<file path="config.mk">
export PLATFORM = sky130hd
export DESIGN_NAME = esc_frame_fifo
export DESIGN_NICKNAME = d
export VERILOG_FILES = /design/src/hw/rtl/esc_pkg.sv /design/src/hw/rtl/esc_frame_fifo.sv
export SDC_FILE = /design/constraint.sdc
export NUM_CORES = 1
export LEC_CHECK = 0
export BUFFER_PORTS_ARGS = -buffer_cell sky130_fd_sc_hd__buf_2
export CORE_MARGIN = 8
export CORE_UTILIZATION = 47
export CTS_BUF_LIST = sky130_fd_sc_hd__clkbuf_16
export DETAILED_ROUTE_END_ITERATION = 12
export GPL_TIMING_DRIVEN = 0
export PLACE_DENSITY = 0.74
export SYNTH_ARGS = -nofsm -noshare
export SYNTH_HDL_FRONTEND = slang
export SYNTH_SLANG_ARGS = --single-unit
</file>
<file path="constraint.sdc">
create_clock -name aclk -period 2.4 [get_ports aclk]
set_input_delay 0.24 -clock aclk [delete_from_list [all_inputs] [get_ports aclk]]
set_output_delay 0.24 -clock aclk [all_outputs]
set_load 0.05 [all_outputs]
</file>
<file path="src/hw/rtl/esc_pkg.sv">
package esc_pkg;

    localparam int FIFO_DEPTH = 2;

    localparam int CFG_DATA_W = 64;
    localparam int CFG_ADDR_W = 3;

    typedef enum logic [CFG_ADDR_W-1:0] {
        CFG_TEMP       = 3'd0,
        CFG_PRESS_LOW  = 3'd1,
        CFG_PRESS_HIGH = 3'd2,
        CFG_PRESS_NINE = 3'd3,
        CFG_HUM        = 3'd4,
        CFG_HUM_SIX    = 3'd5
    } cfg_index_t;

    localparam logic [63:0] T_OFFSET    = 64'd128000;
    localparam logic [63:0] P_FULLSCALE = 64'd1048576;
    localparam logic [63:0] P_SCALE     = 64'd3125;
    localparam logic [31:0] H_OFFSET    = 32'd76800;
    localparam logic [31:0] H_CLAMP     = 32'd419430400;
    localparam logic [31:0] H_BIAS_W    = 32'd2097152;
    localparam logic [31:0] H_ROUND_X   = 32'd16384;
    localparam logic [31:0] H_BIAS_Z    = 32'd32768;
    localparam logic [31:0] H_ROUND_F   = 32'd8192;

    typedef struct packed {
        logic [19:0] adc_temperature;
        logic [19:0] adc_pressure;
        logic [15:0] adc_humidity;
    } frame_t;

    typedef struct packed {
        logic [47:0] temp;
        logic [63:0] press_low;
        logic [63:0] press_high;
        logic [15:0] press_nine;
        logic [63:0] hum;
        logic [7:0]  hum_six;
    } coeffs_t;

    function automatic logic [63:0] sx8(input logic [7:0] v);
        return {{56{v[7]}}, v};
    endfunction

    function automatic logic [63:0] sx16(input logic [15:0] v);
        return {{48{v[15]}}, v};
    endfunction

    function automatic logic [63:0] sx32(input logic [31:0] v);
        return {{32{v[31]}}, v};
    endfunction

endpackage

</file>
<file path="src/hw/rtl/esc_frame_fifo.sv">
module esc_frame_fifo
    import esc_pkg::*;
#(
    parameter int DEPTH = FIFO_DEPTH
) (
    input  logic   aclk,
    input  logic   aresetn,
    input  logic   push,
    input  frame_t push_data,
    output logic   full,
    input  logic   pop,
    output frame_t head,
    output logic   not_empty
);

    localparam int PW = (DEPTH > 1) ? $clog2(DEPTH) : 1;

    frame_t        mem_reg [DEPTH];
    logic [PW:0]   wr_ptr_reg, wr_ptr_next;
    logic [PW:0]   rd_ptr_reg, rd_ptr_next;

    assign not_empty = (wr_ptr_reg != rd_ptr_reg);
    assign full      = (wr_ptr_reg[PW-1:0] == rd_ptr_reg[PW-1:0]) &&
                       (wr_ptr_reg[PW] != rd_ptr_reg[PW]);
    assign head      = mem_reg[rd_ptr_reg[PW-1:0]];

    always_comb begin
        wr_ptr_next = wr_ptr_reg + (PW+1)'(push && !full);
        rd_ptr_next = rd_ptr_reg + (PW+1)'(pop && not_empty);
    end

    always_ff @(posedge aclk) begin
        if (!aresetn) begin
            wr_ptr_reg <= '0;
            rd_ptr_reg <= '0;
        end else begin
            wr_ptr_reg <= wr_ptr_next;
            rd_ptr_reg <= rd_ptr_next;
        end
        if (push && !full) begin
            mem_reg[wr_ptr_reg[PW-1:0]] <= push_data;
        end
    end

endmodule

</file>
## After elaboration in Yosys (flattened, before gate mapping)

Memory sizes are Yosys's and may differ from the RTL's. A register that Yosys moved wholly into a read port is not among the register bits.
Cells that the tools add are included.

- Flip-flop bits (word level): 4
- Bits in latches: 0
- RAM bits: 112
- Bits in read-only memories: 0
- Output and inout bits: 58
- Word-level logic and storage cells: 15
- Memories kept: 1

- Add/sub/neg operators: 2
- Multiply operators: 0
- Div/mod/pow operators: 0
- Magnitude comparators: 0
- Eq/ne operators: 3
- Shifts and indexed selects: 0
- Multiplexer cells: 3
- Bitwise operators: 0
- Reductions and logical operators: 4

Memory list:

| name | depth | width | rd ports | clocked after Yosys merged registers in | wr ports | RTL line | source |
|---|---|---|---|---|---|---|---|
| mem_reg | 2 | 56 | 1 | 1 | 1 | esc_frame_fifo.sv:18 | `frame_t mem_reg [DEPTH];` |

Operator list:

| operator | number |
|---|---|
| 2-bit by 1-bit adder with 2-bit output | 2 |
| 1-bit logical AND | 3 |
| 1-bit 2-to-1 mux | 3 |
| 2-bit inequality test | 1 |
| 1-bit equality test | 1 |
| 1-bit logical NOT | 1 |
| 1-bit inequality test | 1 |

## Logic depth before layout (Yosys ltp)

Gate-level depths: netlist of the first run.

- Depth after elaboration: 6
- Mapped depth: 5

## Worst setup path after synthesis of the first run

Ideal clock, no wire load.

- Kind: reg2reg
- Start: register rd_ptr_reg[1]
- End: register wr_ptr_reg[1]
- Library setup time: 0.115 ns
- Arrival: 2.496 ns
- Required time: 2.285 ns
- Path slack: -0.211 ns
- Stages on the path, launching flop included: 6
- Path buffers: 0
- Period minus slack after synthesis: 2.611 ns
- Cells stage by stage: dfxtp_1 -> xor2_1 -> a21boi_0 -> ha_1 -> xor2_1 -> and2_1

- Longest elaborated chain between the ends: 5

Ends and longest elaborated chain:

| what | RTL line | source |
|---|---|---|
| start, declared | esc_frame_fifo.sv:20 | `logic [PW:0] rd_ptr_reg, rd_ptr_next;` |
| start signal, assigned | esc_frame_fifo.sv:38 | `rd_ptr_reg <= rd_ptr_next;` |
| 1-bit inequality test | esc_frame_fifo.sv:24 | `(wr_ptr_reg[PW] != rd_ptr_reg[PW]);` |
| 1-bit logical AND | esc_frame_fifo.sv:23 | `assign full = (wr_ptr_reg[PW-1:0] == rd_ptr_reg[PW-1:0]) &&` |
| 1-bit logical NOT | esc_frame_fifo.sv:28 | `wr_ptr_next = wr_ptr_reg + (PW+1)'(push && !full);` |
| 1-bit logical AND | esc_frame_fifo.sv:28 |  |
| 2-bit by 1-bit adder with 2-bit output | esc_frame_fifo.sv:28 |  |
| end signal, assigned | esc_frame_fifo.sv:37 | `wr_ptr_reg <= wr_ptr_next;` |
| end, declared | esc_frame_fifo.sv:19 | `logic [PW:0] wr_ptr_reg, wr_ptr_next;` |

No other way between the ends.
A chain may end at the register's enable or synchronous reset.

## Worst setup path in the final report of the first run

- Start: register wr_ptr_reg[0]
- End: memory mem_reg[0][14] (netlist bit) (enable)

- Longest elaborated chain between the ends: 6

Ends and longest elaborated chain:

| what | RTL line | source |
|---|---|---|
| 1-bit equality test | esc_frame_fifo.sv:23 |  |
| 1-bit logical AND | esc_frame_fifo.sv:23 |  |
| 1-bit logical NOT | esc_frame_fifo.sv:40 | `if (push && !full) begin` |
| 1-bit logical AND | esc_frame_fifo.sv:40 |  |
| 1-bit 2-to-1 mux | esc_frame_fifo.sv:40 |  |
| 1-bit 2-to-1 mux (implied by the code) | esc_frame_fifo.sv:41 | `mem_reg[wr_ptr_reg[PW-1:0]] <= push_data;` |
| end, declared | esc_frame_fifo.sv:18 |  |

Parallel ways exist; a longest one is shown, timed or not.

==> out/qor.yml, run 1 <==
clocking:
  root_buffer: "clkbuf_16"
  cts_hold_buf: 0
  cts_max_level: 4
  path_clk_slew_ps: 60
  insertion_delay_ps: 390
  cts_tree: "yes"
  cts.sinks: 117
  cts_buffer_depth: 2
  cts-buffers-inserted: 17
floorplan:
  die_h_um: 113
  ios: 118
  die_w_um: 113
  core_area_um2: 9200
  fp-row-count: 35
  start_util_pct: 48.4
  die-area_um2: 12800
power:
  peakVddDrop_v: 0.000929
  power.leakage_nw: 2.27
  finalPower_mw: 8.01
  power.density_nw_per_um2: 1390
worst_hold_path:
  worstHoldPathCells: 1
  worstHoldStart: "push_data[24]"
  hold_class: "primary input to flop"
  whs_endpoint: "mem_reg[0][24]"
setup_path:
  crit_required_ps: 2480
  r2r_cells: 4
  cp.arrival_ps: 2290
  startpoint_type: "flop"
  reg2reg_from: "wr_ptr_reg[0]"
  end_kind: "flop"
  r2r_end: "mem_reg[0][14]"
  r2r_setup_slack_ps: 190
  crit_type: "flop to flop"
  crit_fanout: 32
sta:
  setup_viol: 0
  tightest_slew_ps: 837
  clock_skew_ps: 9.78
  grt_setup_unrepaired: "no"
  relSlewSlack_pct: 44.2
  hold_viol_final: 0
  max_freq_ghz: 0.453
  period_needed_ps: 2210
  fin_setup_tns_ps: 0
  slew_violations: 0
  fin_crit_sh_pct: 91.9
final_layout:
  diodes: 0
  synthToLayoutAreaGrowth_pct: 29.7
  fin_nets: 397
  layout-drive-gt1-share_pct: 61.4
  largest_reg_flops: 112
  final_util_pct: 62.7
  instances_no_fill: 458
placed_design:
  portBuffers: 117
  gp_congestion: 0.653
  dp_hpwl_um: 5290
  dp_cells: 426
route:
  vias: 2200
  dr.pass1.iters: 4
  routed_wirelength_um: 7790
  ant_nets: 0
  drt_iter0_markers: 54
  post-route-drc-count: 0
  wl_per_cell_um: 17.0
  vias_per_cell: 4.80
yosys:
  netlist-cell-type-count: 14
  synth_seq_cells: 117
  ys_seq_area_share_pct: 77.9
  syn-instance-count: 197
  syn-num-nets: 260
  syn_area_um2: 4450
  ys_warn_count: 0
  syn_area_per_cell_um2: 22.6
outcome:
  status: "finished clean"
job:
  maxCapViolations: 0
global_routing:
  grt_pass1_wl_um: 12000
  grt_max_degree: 58
  grt_pass1_vias: 2421
  grt_overflow: 0
  grt_usage_pct: 12.3
  antenna_found_initial: 0
[layer usage]
layer	vias to the layer above	part of all wire (%)	GRT usage, %
met5	-	0	0
met1	1080	40	12.7
met4	0	0.33	3.73
met2	68	53	21.5
met3	2	7.0	6.02
li1	1050	-	-
[metrics by stage]
stage | setup slack (ps) | cell area [um^2] | hold slack [ps]
after floorplan | 360 | 4450 | 339
after global placement | -172 | 5180 | 428
after detailed placement | -32.6 | 5210 | 431
after CTS | -46.3 | 5770 | 14.6
after global routing | 45.5 | 5770 | 13.9
final | 193 | 5770 | 33.7
[report_power, final]
| part | switching [mW] | internal (mW) | total (mW) |
|---|---|---|---|
| registers | 0.0812 | 2.60 | 2.68 |
| logic | 2.05 | 0.980 | 3.03 |
| clock network | 0.883 | 1.42 | 2.31 |
| total | 3.01 | 5.00 | 8.01 |
[worst max-delay path by stage]
stage | from | to | slack (ps) | depth (start not counted)
after floorplan | rd_ptr_reg[1] | wr_ptr_reg[1] | 360 | 5
after global placement | rd_ptr_reg[1] | wr_ptr_reg[1] | -170 | 5
after detailed placement | wr_ptr_reg[0] | mem_reg[0][38] | -30 | 4
after CTS | wr_ptr_reg[0] | mem_reg[0][36] | -50 | 4
after global routing | wr_ptr_reg[0] | mem_reg[0][20] | 50 | 4
final | wr_ptr_reg[0] | mem_reg[0][14] | 190 | 4
[worst max-delay path, stage by stage, from the launching register on]
cell and delay, ps:
dfxtp_1 410, xnor2_1 140, a21boi_1 330, ha_2 700, buf_12 300
[Yosys cell counts, drive strengths merged]
library cell	n	share of area, %
dfxtp	5	2.3
a21boi	2	0.34
nand2	1	0.084
mux2	56	18
buf	6	1.4
edfxtp	112	76
xor2	3	0.59
nor2b	1	0.14
and2	5	0.70
inv	1	0.084
ha	3	0.84
xnor2	2	0.39
[kinds of logic (layout without fill, tap and decap cells)]
| logic type | after synthesis | after routing | share of synthesized area, % |
|---|---|---|---|
| AOI/OAI and AO/OA | 2 | 2 | 0.338 |
| xor gates and xnor gates | 5 | 5 | 0.985 |
| adders and majority gates | 3 | 3 | 0.844 |
| buffers and inverters | 7 | 157 | 1.46 |
| DFF | 117 | 117 | 77.9 |
| muxes | 56 | 56 | 17.6 |
| and+or+nand+nor | 7 | 7 | 0.929 |
[final cells by class]
class	instances	area (um^2)
Sequential cell	117	3460
Fill cell	669	3430
Multi-Input combinational cell	73	933
Timing Repair Buffer	118	606
Clock buffer	17	425
Tap cell	111	139
Clock inverter	15	134
Buffer	6	61.3
Inverter	1	3.75
[cell usage in the layout (no fill, tap or decap), types with 2 or more instances in the layout]
master,n
buf_2,118
clkbuf_16,17
dfxtp_1,5
xnor2_1,2
xor2_1,3
mux2_4,40
mux2_2,16
buf_6,5
inv_6,2
clkinvlp_4,8
and2_1,5
edfxtp_1,112
clkinv_4,2
[timing repair]
item / CTS / global route
pin swaps: 0 / 0
cloned: 0 / 0
setup endpoints to repair: 32 / 33
gates resized for setup: 0 / 1
setup buffers: 0 / 0
Note: power is estimated with default switching activity, not from simulation.
==> run 2, diff against run 1 <==
- ABC_AREA: default -> 1
==> out/qor.yml, run 2 <==
floorplan:
  core_area_um2: 9200  # unchanged
  die-area_um2: 12800  # -0.27%
  ios: 118  # unchanged
  start_util_pct: 48.2  # -0.15 points
  die_h_um: 113  # -0.13%
  die_w_um: 113  # -0.13%
  fp-row-count: 35  # unchanged
setup_path:
  crit_required_ps: 2680  # +200 ps
  cp.arrival_ps: 2500  # +210 ps
  crit_type: "flop to flop"
  cp_cell_sequence: "inv_1 -> nand2_1 -> nand2_1 -> a21oi_1 -> ha_4 -> xnor2_1 -> nor2_1"
  crit_top_cell: "nand2_1"
  cpMaxStageDelayCell: "ha_4"
  end_kind: "flop"
  worst_path_largest_cell_delay_ps: 760  # +60 ps
  crit_fanout: 57  # +78%
  startpoint_type: "flop"
clocking:
  cts-buffers-inserted: 17  # unchanged
  cts_max_level: 4  # unchanged
  insertion_delay_ps: 400  # about the same
  postCtsResizedCells: 0  # unchanged
  root_buffer: "clkbuf_16"
  cts_tree: "yes"
  cts_hold_buf: 0  # unchanged
  cts_buffer_depth: 2  # unchanged
  cts.sinks: 117  # unchanged
  path_clk_slew_ps: 60  # about the same
  cts_setup_buffers: 0  # unchanged
global_routing:
  grt_pass1_vias: 2989  # +23%
  grt_overflow: 0  # unchanged
  grt_max_degree: 58  # unchanged
  grt_pass1_wl_um: 14500  # +21%
  grt_usage_pct: 14.8  # +2.5 points
  antenna_found_initial: 0  # unchanged
yosys:
  ys_async_sr_fraction_pct: 0  # unchanged
  syn-instance-count: 328  # +66%
  synth_xor_area_share_pct: 0.395  # -0.59 points
  synth_common_cells: "edfxtp_1, nand2_1, inv_1, o21ai_0, buf_6"
  synth_ff_type: "edfxtp_1"
  synth-adder-area-share_pct: 0.847  # +0.0026 points
  synth.top_cell.area_share_pct: 75.9  # +0.23 points
  synth_top_family_by_area: "buffers and inverters"
  synth_seq_cells: 117  # unchanged
  synth_simple_gate_area_share_pct: 5.93  # +5.0 points
  netlist-cell-type-count: 12  # -2
  syn_area_per_cell_um2: 13.5  # -40%
  synth_most_common_cell: "edfxtp_1"
  synth_edf_count: 112  # unchanged
  ys_seq_area_share_pct: 78.1  # +0.24 points
  synth_mux_area_share_pct: 0  # -18 points
  ys_warn_count: 0  # unchanged
  syn_area_um2: 4430  # -0.31%
  syn-num-nets: 391  # +50%
  synth_area_leaders: "edfxtp_1, o21ai_0, nand2_1"
  yosysTopAreaCell: "edfxtp_1"
  synth-compound-area-share_pct: 6.66  # +6.3 points
final_layout:
  instances_no_fill: 588  # +28%
  diodes: 0  # unchanged
  largest_reg_flops: 112  # unchanged
  synthToLayoutAreaGrowth_pct: 31.3
  postLayoutCellArea_um2: 5820  # +0.98%
  layout-drive-gt1-share_pct: 32.9  # -28 points
  final_cell_mix: "buf_2, edfxtp_1, inv_1, nand2_1, o21ai_0"
  fin_nets: 527  # +33%
  final_common_cell: "buf_2"
  fill_cells: 732  # +9.4%
power:
  pwr-share-comb_pct: 30.8  # -7.0 points
  sw_frac_of_total_pct: 36.4  # -1.2 points
  p_sw_mw: 2.78  # -7.8%
  power.density_nw_per_um2: 1310  # -5.7%
  power.leakage_nw: 2.46  # +8.6%
  peakVddDrop_v: 0.000775  # -17%
  finalPower_mw: 7.63  # -4.7%
  p_int_mw: 4.86  # -2.9%
  p_clk_share_pct: 35.2  # +6.4 points
  seq_power_share_pct: 34.0  # +0.6 points
placed_design:
  place_area_um2: 5180  # -0.46%
  gp_congestion: 0.724  # +11%
  dp_hpwl_um: 6260  # +18%
  portBuffers: 117  # unchanged
  dp_slack_ps: 179  # +211 ps
  dp_cells: 556  # +31%
route:
  vias: 2814  # +28%
  wl_per_cell_um: 15.8  # -6.9%
  vias_per_cell: 4.79  # -0.37%
  post-route-drc-count: 0  # unchanged
  ant_nets: 0  # unchanged
  dr.pass1.iters: 4  # unchanged
  drt_iter0_markers: 127  # +140%
  routed_wirelength_um: 9310  # +19%
sta:
  clock_skew_ps: 7.69  # -2.09 ps
  tightest_slew_ps: 825  # -12.1 ps
  period_needed_ps: 2210  # +8.08 ps
  fin_crit_sh_pct: 92.3  # +0.34 points
  hold_viol_final: 0  # unchanged
  max_freq_ghz: 0.452  # -0.36%
  fin_setup_tns_ps: 0  # unchanged
  setup_viol: 0  # unchanged
  slew_violations: 0  # unchanged
  relSlewSlack_pct: 45.0  # +0.81 points
  grt_setup_unrepaired: "no"
  setup_slack_ps: 185  # -8.08 ps
worst_hold_path:
  hold_class: "primary input to flop"
outcome:
  status: "finished clean"
job:
  maxCapViolations: 0  # unchanged
run 2: changes by cell type after synthesis, sizes merged, moves of 3 or more:
cell    before  now
a21oi        0    3
and2         5    0
buf          6    9
clkbuf       0    3
inv          1   65
mux2        56    0
nand2        1   67
nor2         0    3
o21ai        0   56
xor2         3    0
run 2: cell type report:
type	instances	area [um^2]	share of cell area (%)
plain buffers	12	113	1.93
multi-input cells	134	638	11.0
clock buffers	17	425	7.31
repair buffers	117	586	10.1
inverters	65	244	4.19
clock inverters	15	214	3.68
well taps	111	139	2.39
flip-flops and latches	117	3460	59.5
run 2: cells by family (layout without fill, tap and decap cells):
| group | Yosys count | after routing |
|---|---|---|
| buffers and inverters | 77 | 226 |
| XOR/XNOR | 2 | 2 |
| flip-flops | 117 | 117 |
| adder cells (fa/ha/maj) | 3 | 3 |
| AND/OR/NAND/NOR | 70 | 70 |
| AO/OA/AOI/OAI | 59 | 59 |
run 2: per-layer routing:
metal | global-route usage [%] | vias to the layer above | wire [um]
met2 | 26.2 | 96 | 4830
met4 | 4.88 | 0 | 74
li1 | - | 1372 | -
met5 | 0 | - | 0
met1 | 15.5 | 1339 | 3670
met3 | 6.44 | 7 | 741
run 2: power groups by stage:
stage | clock [mW] | sequential, mW | combinational [mW]
CTS | 2.73 | 2.60 | 2.39
global route | 2.81 | 2.62 | 2.50
floorplan | 0 | 2.61 | 1.78
finish | 2.69 | 2.60 | 2.35
detailed placement | 0 | 2.64 | 2.39
global placement | 0 | 2.62 | 2.34
run 2: final timing paths:
check | start | end | slack (ps) | cells after the start
setup / recovery | wr_ptr_reg[0] | wr_ptr_reg[1] | 190 | 7
hold / removal | push_data[26] | mem_reg[1][26] | 30 | 1
setup reg to reg | wr_ptr_reg[0] | wr_ptr_reg[1] | 190 | 7
hold reg to reg | rd_ptr_reg[1] | rd_ptr_reg[1] | 580 | 2
run 2: per-stage QoR:
stage	utilization, %	hold slack, ps
2_1_floorplan	-	339
3_3_place_gp	56.1	428
3_5_place_dp	56.4	431
4_1_cts	63.3	13.6
5_1_grt	63.3	11.6
6_report	63.3	29.2
run 2: critical path: cells and delay by family (launching register included):
kind,cells,cell delay (ps)
DFF,1,400
buffers and inverters,1,110
xor gates and xnor gates,1,220
and+or+nand+nor,3,240
adders and majority gates,1,760
AOI/OAI and AO/OA,1,360
==> run 3, diff against run 2 <==
- RECOVER_POWER: default -> 50
==> out/qor.yml, run 3 (same netlist as run 2, synthesis figures left out) <==
power:
  seq_power_share_pct: 34.2  # +0.2 points
  sw_frac_of_total_pct: 36.7  # +0.28 points
  finalPower_mw: 7.59  # -0.61%
  p_int_mw: 4.81  # -1.1%
  power.density_nw_per_um2: 1320  # +0.55%
  pwr-share-comb_pct: 30.4  # -0.4 points
  p_clk_share_pct: 35.4  # +0.2 points
  peakVddDrop_v: 0.000776  # +0.18%
  power.leakage_nw: 2.31  # -6.2%
  p_sw_mw: 2.78  # +0.16%
sta:
  fin_setup_tns_ps: 0  # unchanged
  setup_slack_ps: 187  # +1.73 ps
  tightest_slew_ps: 822  # -3.38 ps
  fin_crit_sh_pct: 92.2  # about the same
  clock_skew_ps: 8.57  # +0.884 ps
  period_needed_ps: 2210  # -1.73 ps
  setup_viol: 0  # unchanged
  grt_setup_unrepaired: "no"
  max_freq_ghz: 0.452  # about the same
  relSlewSlack_pct: 45.2  # +0.22 points
  slew_violations: 0  # unchanged
  hold_viol_final: 0  # unchanged
clocking:
  cts_setup_buffers: 0  # unchanged
  insertion_delay_ps: 400  # about the same
  cts_max_level: 4  # unchanged
  postCtsResizedCells: 0  # unchanged
  cts_buffer_depth: 2  # unchanged
  cts-buffers-inserted: 17  # unchanged
  root_buffer: "clkbuf_16"
  cts.sinks: 117  # unchanged
  cts_tree: "yes"
  cts_hold_buf: 0  # unchanged
  path_clk_slew_ps: 60  # about the same
route:
  vias_per_cell: 4.78  # about the same
  routed_wirelength_um: 9290  # -0.21%
  drt_iter0_markers: 102  # -20%
  dr.pass1.iters: 4  # unchanged
  wl_per_cell_um: 15.8  # -0.21%
  vias: 2812  # -0.071%
  ant_nets: 0  # unchanged
  post-route-drc-count: 0  # unchanged
worst_hold_path:
  hold_class: "primary input to flop"
placed_design:
  dp_slack_ps: 179  # unchanged
  place_area_um2: 5180  # unchanged
  dp_hpwl_um: 6260  # unchanged
  portBuffers: 117  # unchanged
  gp_congestion: 0.724  # unchanged
floorplan:
  die-area_um2: 12800  # unchanged
  fp-row-count: 35  # unchanged
  ios: 118  # unchanged
  die_w_um: 113  # unchanged
  start_util_pct: 48.2  # unchanged
  core_area_um2: 9200  # unchanged
  die_h_um: 113  # unchanged
final_layout:
  fill_cells: 759  # +3.7%
  postLayoutCellArea_um2: 5750  # -1.2%
  diodes: 0  # unchanged
  final_common_cell: "edfxtp_1"
  layout-drive-gt1-share_pct: 21.6  # -11 points
  largest_reg_flops: 112  # unchanged
  final_cell_mix: "edfxtp_1, inv_1, nand2_1, buf_2, clkbuf_1"
  fin_nets: 527  # unchanged
  synthToLayoutAreaGrowth_pct: 29.8
global_routing:
  grt_overflow: 0  # unchanged
  grt_pass1_wl_um: 14500  # unchanged
  grt_max_degree: 58  # unchanged
  antenna_found_initial: 0  # unchanged
  grt_usage_pct: 14.8  # unchanged
  grt_pass1_vias: 2989  # unchanged
setup_path:
  cp_top_family: "adder cells"
  crit_type: "flop to flop"
  worst_path_largest_cell_delay_ps: 740  # -20 ps
  crit_required_ps: 2420  # -260 ps
  cp_cell_sequence: "inv_1 -> nand2_1 -> nand2_1 -> a21oi_1 -> ha_4"
  crit_top_cell: "nand2_1"
  startpoint_type: "flop"
  path_buf_inv: 1  # unchanged
  cpMaxStageDelayCell: "ha_4"
  crit_fanout: 56  # -1.8%
  end_kind: "flop"
  cp.arrival_ps: 2240  # -260 ps
job:
  maxCapViolations: 0  # unchanged
outcome:
  status: "finished clean"
run 3: worst register-to-register path, stage by stage (launching register included):
cell,delay (ps)
dfxtp_1,400
inv_1,110
nand2_1,100
nand2_1,80
a21oi_1,360
ha_4,740
run 3: metal layers:
layer  GRT usage [%]  vias up  wire (um)
met5               0        -          0
met4            4.88        0         74
met3            6.44        7        737
met2            26.2       93       4840
met1            15.5     1339       3640
li1                -     1373          -
run 3: final cells by class:
cell class / instances / area (um^2) / area share (%)
tap: 111 / 139 / 2.41
clock inverter: 15 / 214 / 3.72
multi-input combinational: 134 / 638 / 11.1
buffer: 12 / 113 / 1.96
timing repair buffer: 117 / 518 / 9.00
clock buffer: 17 / 425 / 7.39
inverter: 65 / 244 / 4.24
sequential: 117 / 3460 / 60.2
run 3: power by group through the flow:
| stage | clock network (mW) | logic, mW | registers, mW |
|---|---|---|---|
| global placement | 0 | 2.34 | 2.62 |
| detailed placement | 0 | 2.39 | 2.64 |
| global route | 2.81 | 2.46 | 2.62 |
| floorplan | 0 | 1.78 | 2.61 |
| finish | 2.69 | 2.30 | 2.60 |
| CTS | 2.73 | 2.39 | 2.60 |
run 3: through the flow:
step,utilization (%),hold WS (ps),instances
floorplan,-,339,328
global placement,56.1,428,556
detailed placement,56.4,431,556
CTS,63.3,13.6,588
global route,62.6,11.6,588
finish,62.6,28.5,588
run 3: final timing paths:
| check | start | end | slack [ps] | depth (start not counted) |
|---|---|---|---|---|
| worst max-delay path | wr_ptr_reg[0] | mem_reg[0][23] | 190 | 5 |
| worst min-delay path | push_data[26] | mem_reg[1][26] | 30 | 1 |
| worst max register to register | wr_ptr_reg[0] | mem_reg[0][23] | 190 | 5 |
| worst min register to register | rd_ptr_reg[1] | rd_ptr_reg[1] | 590 | 2 |
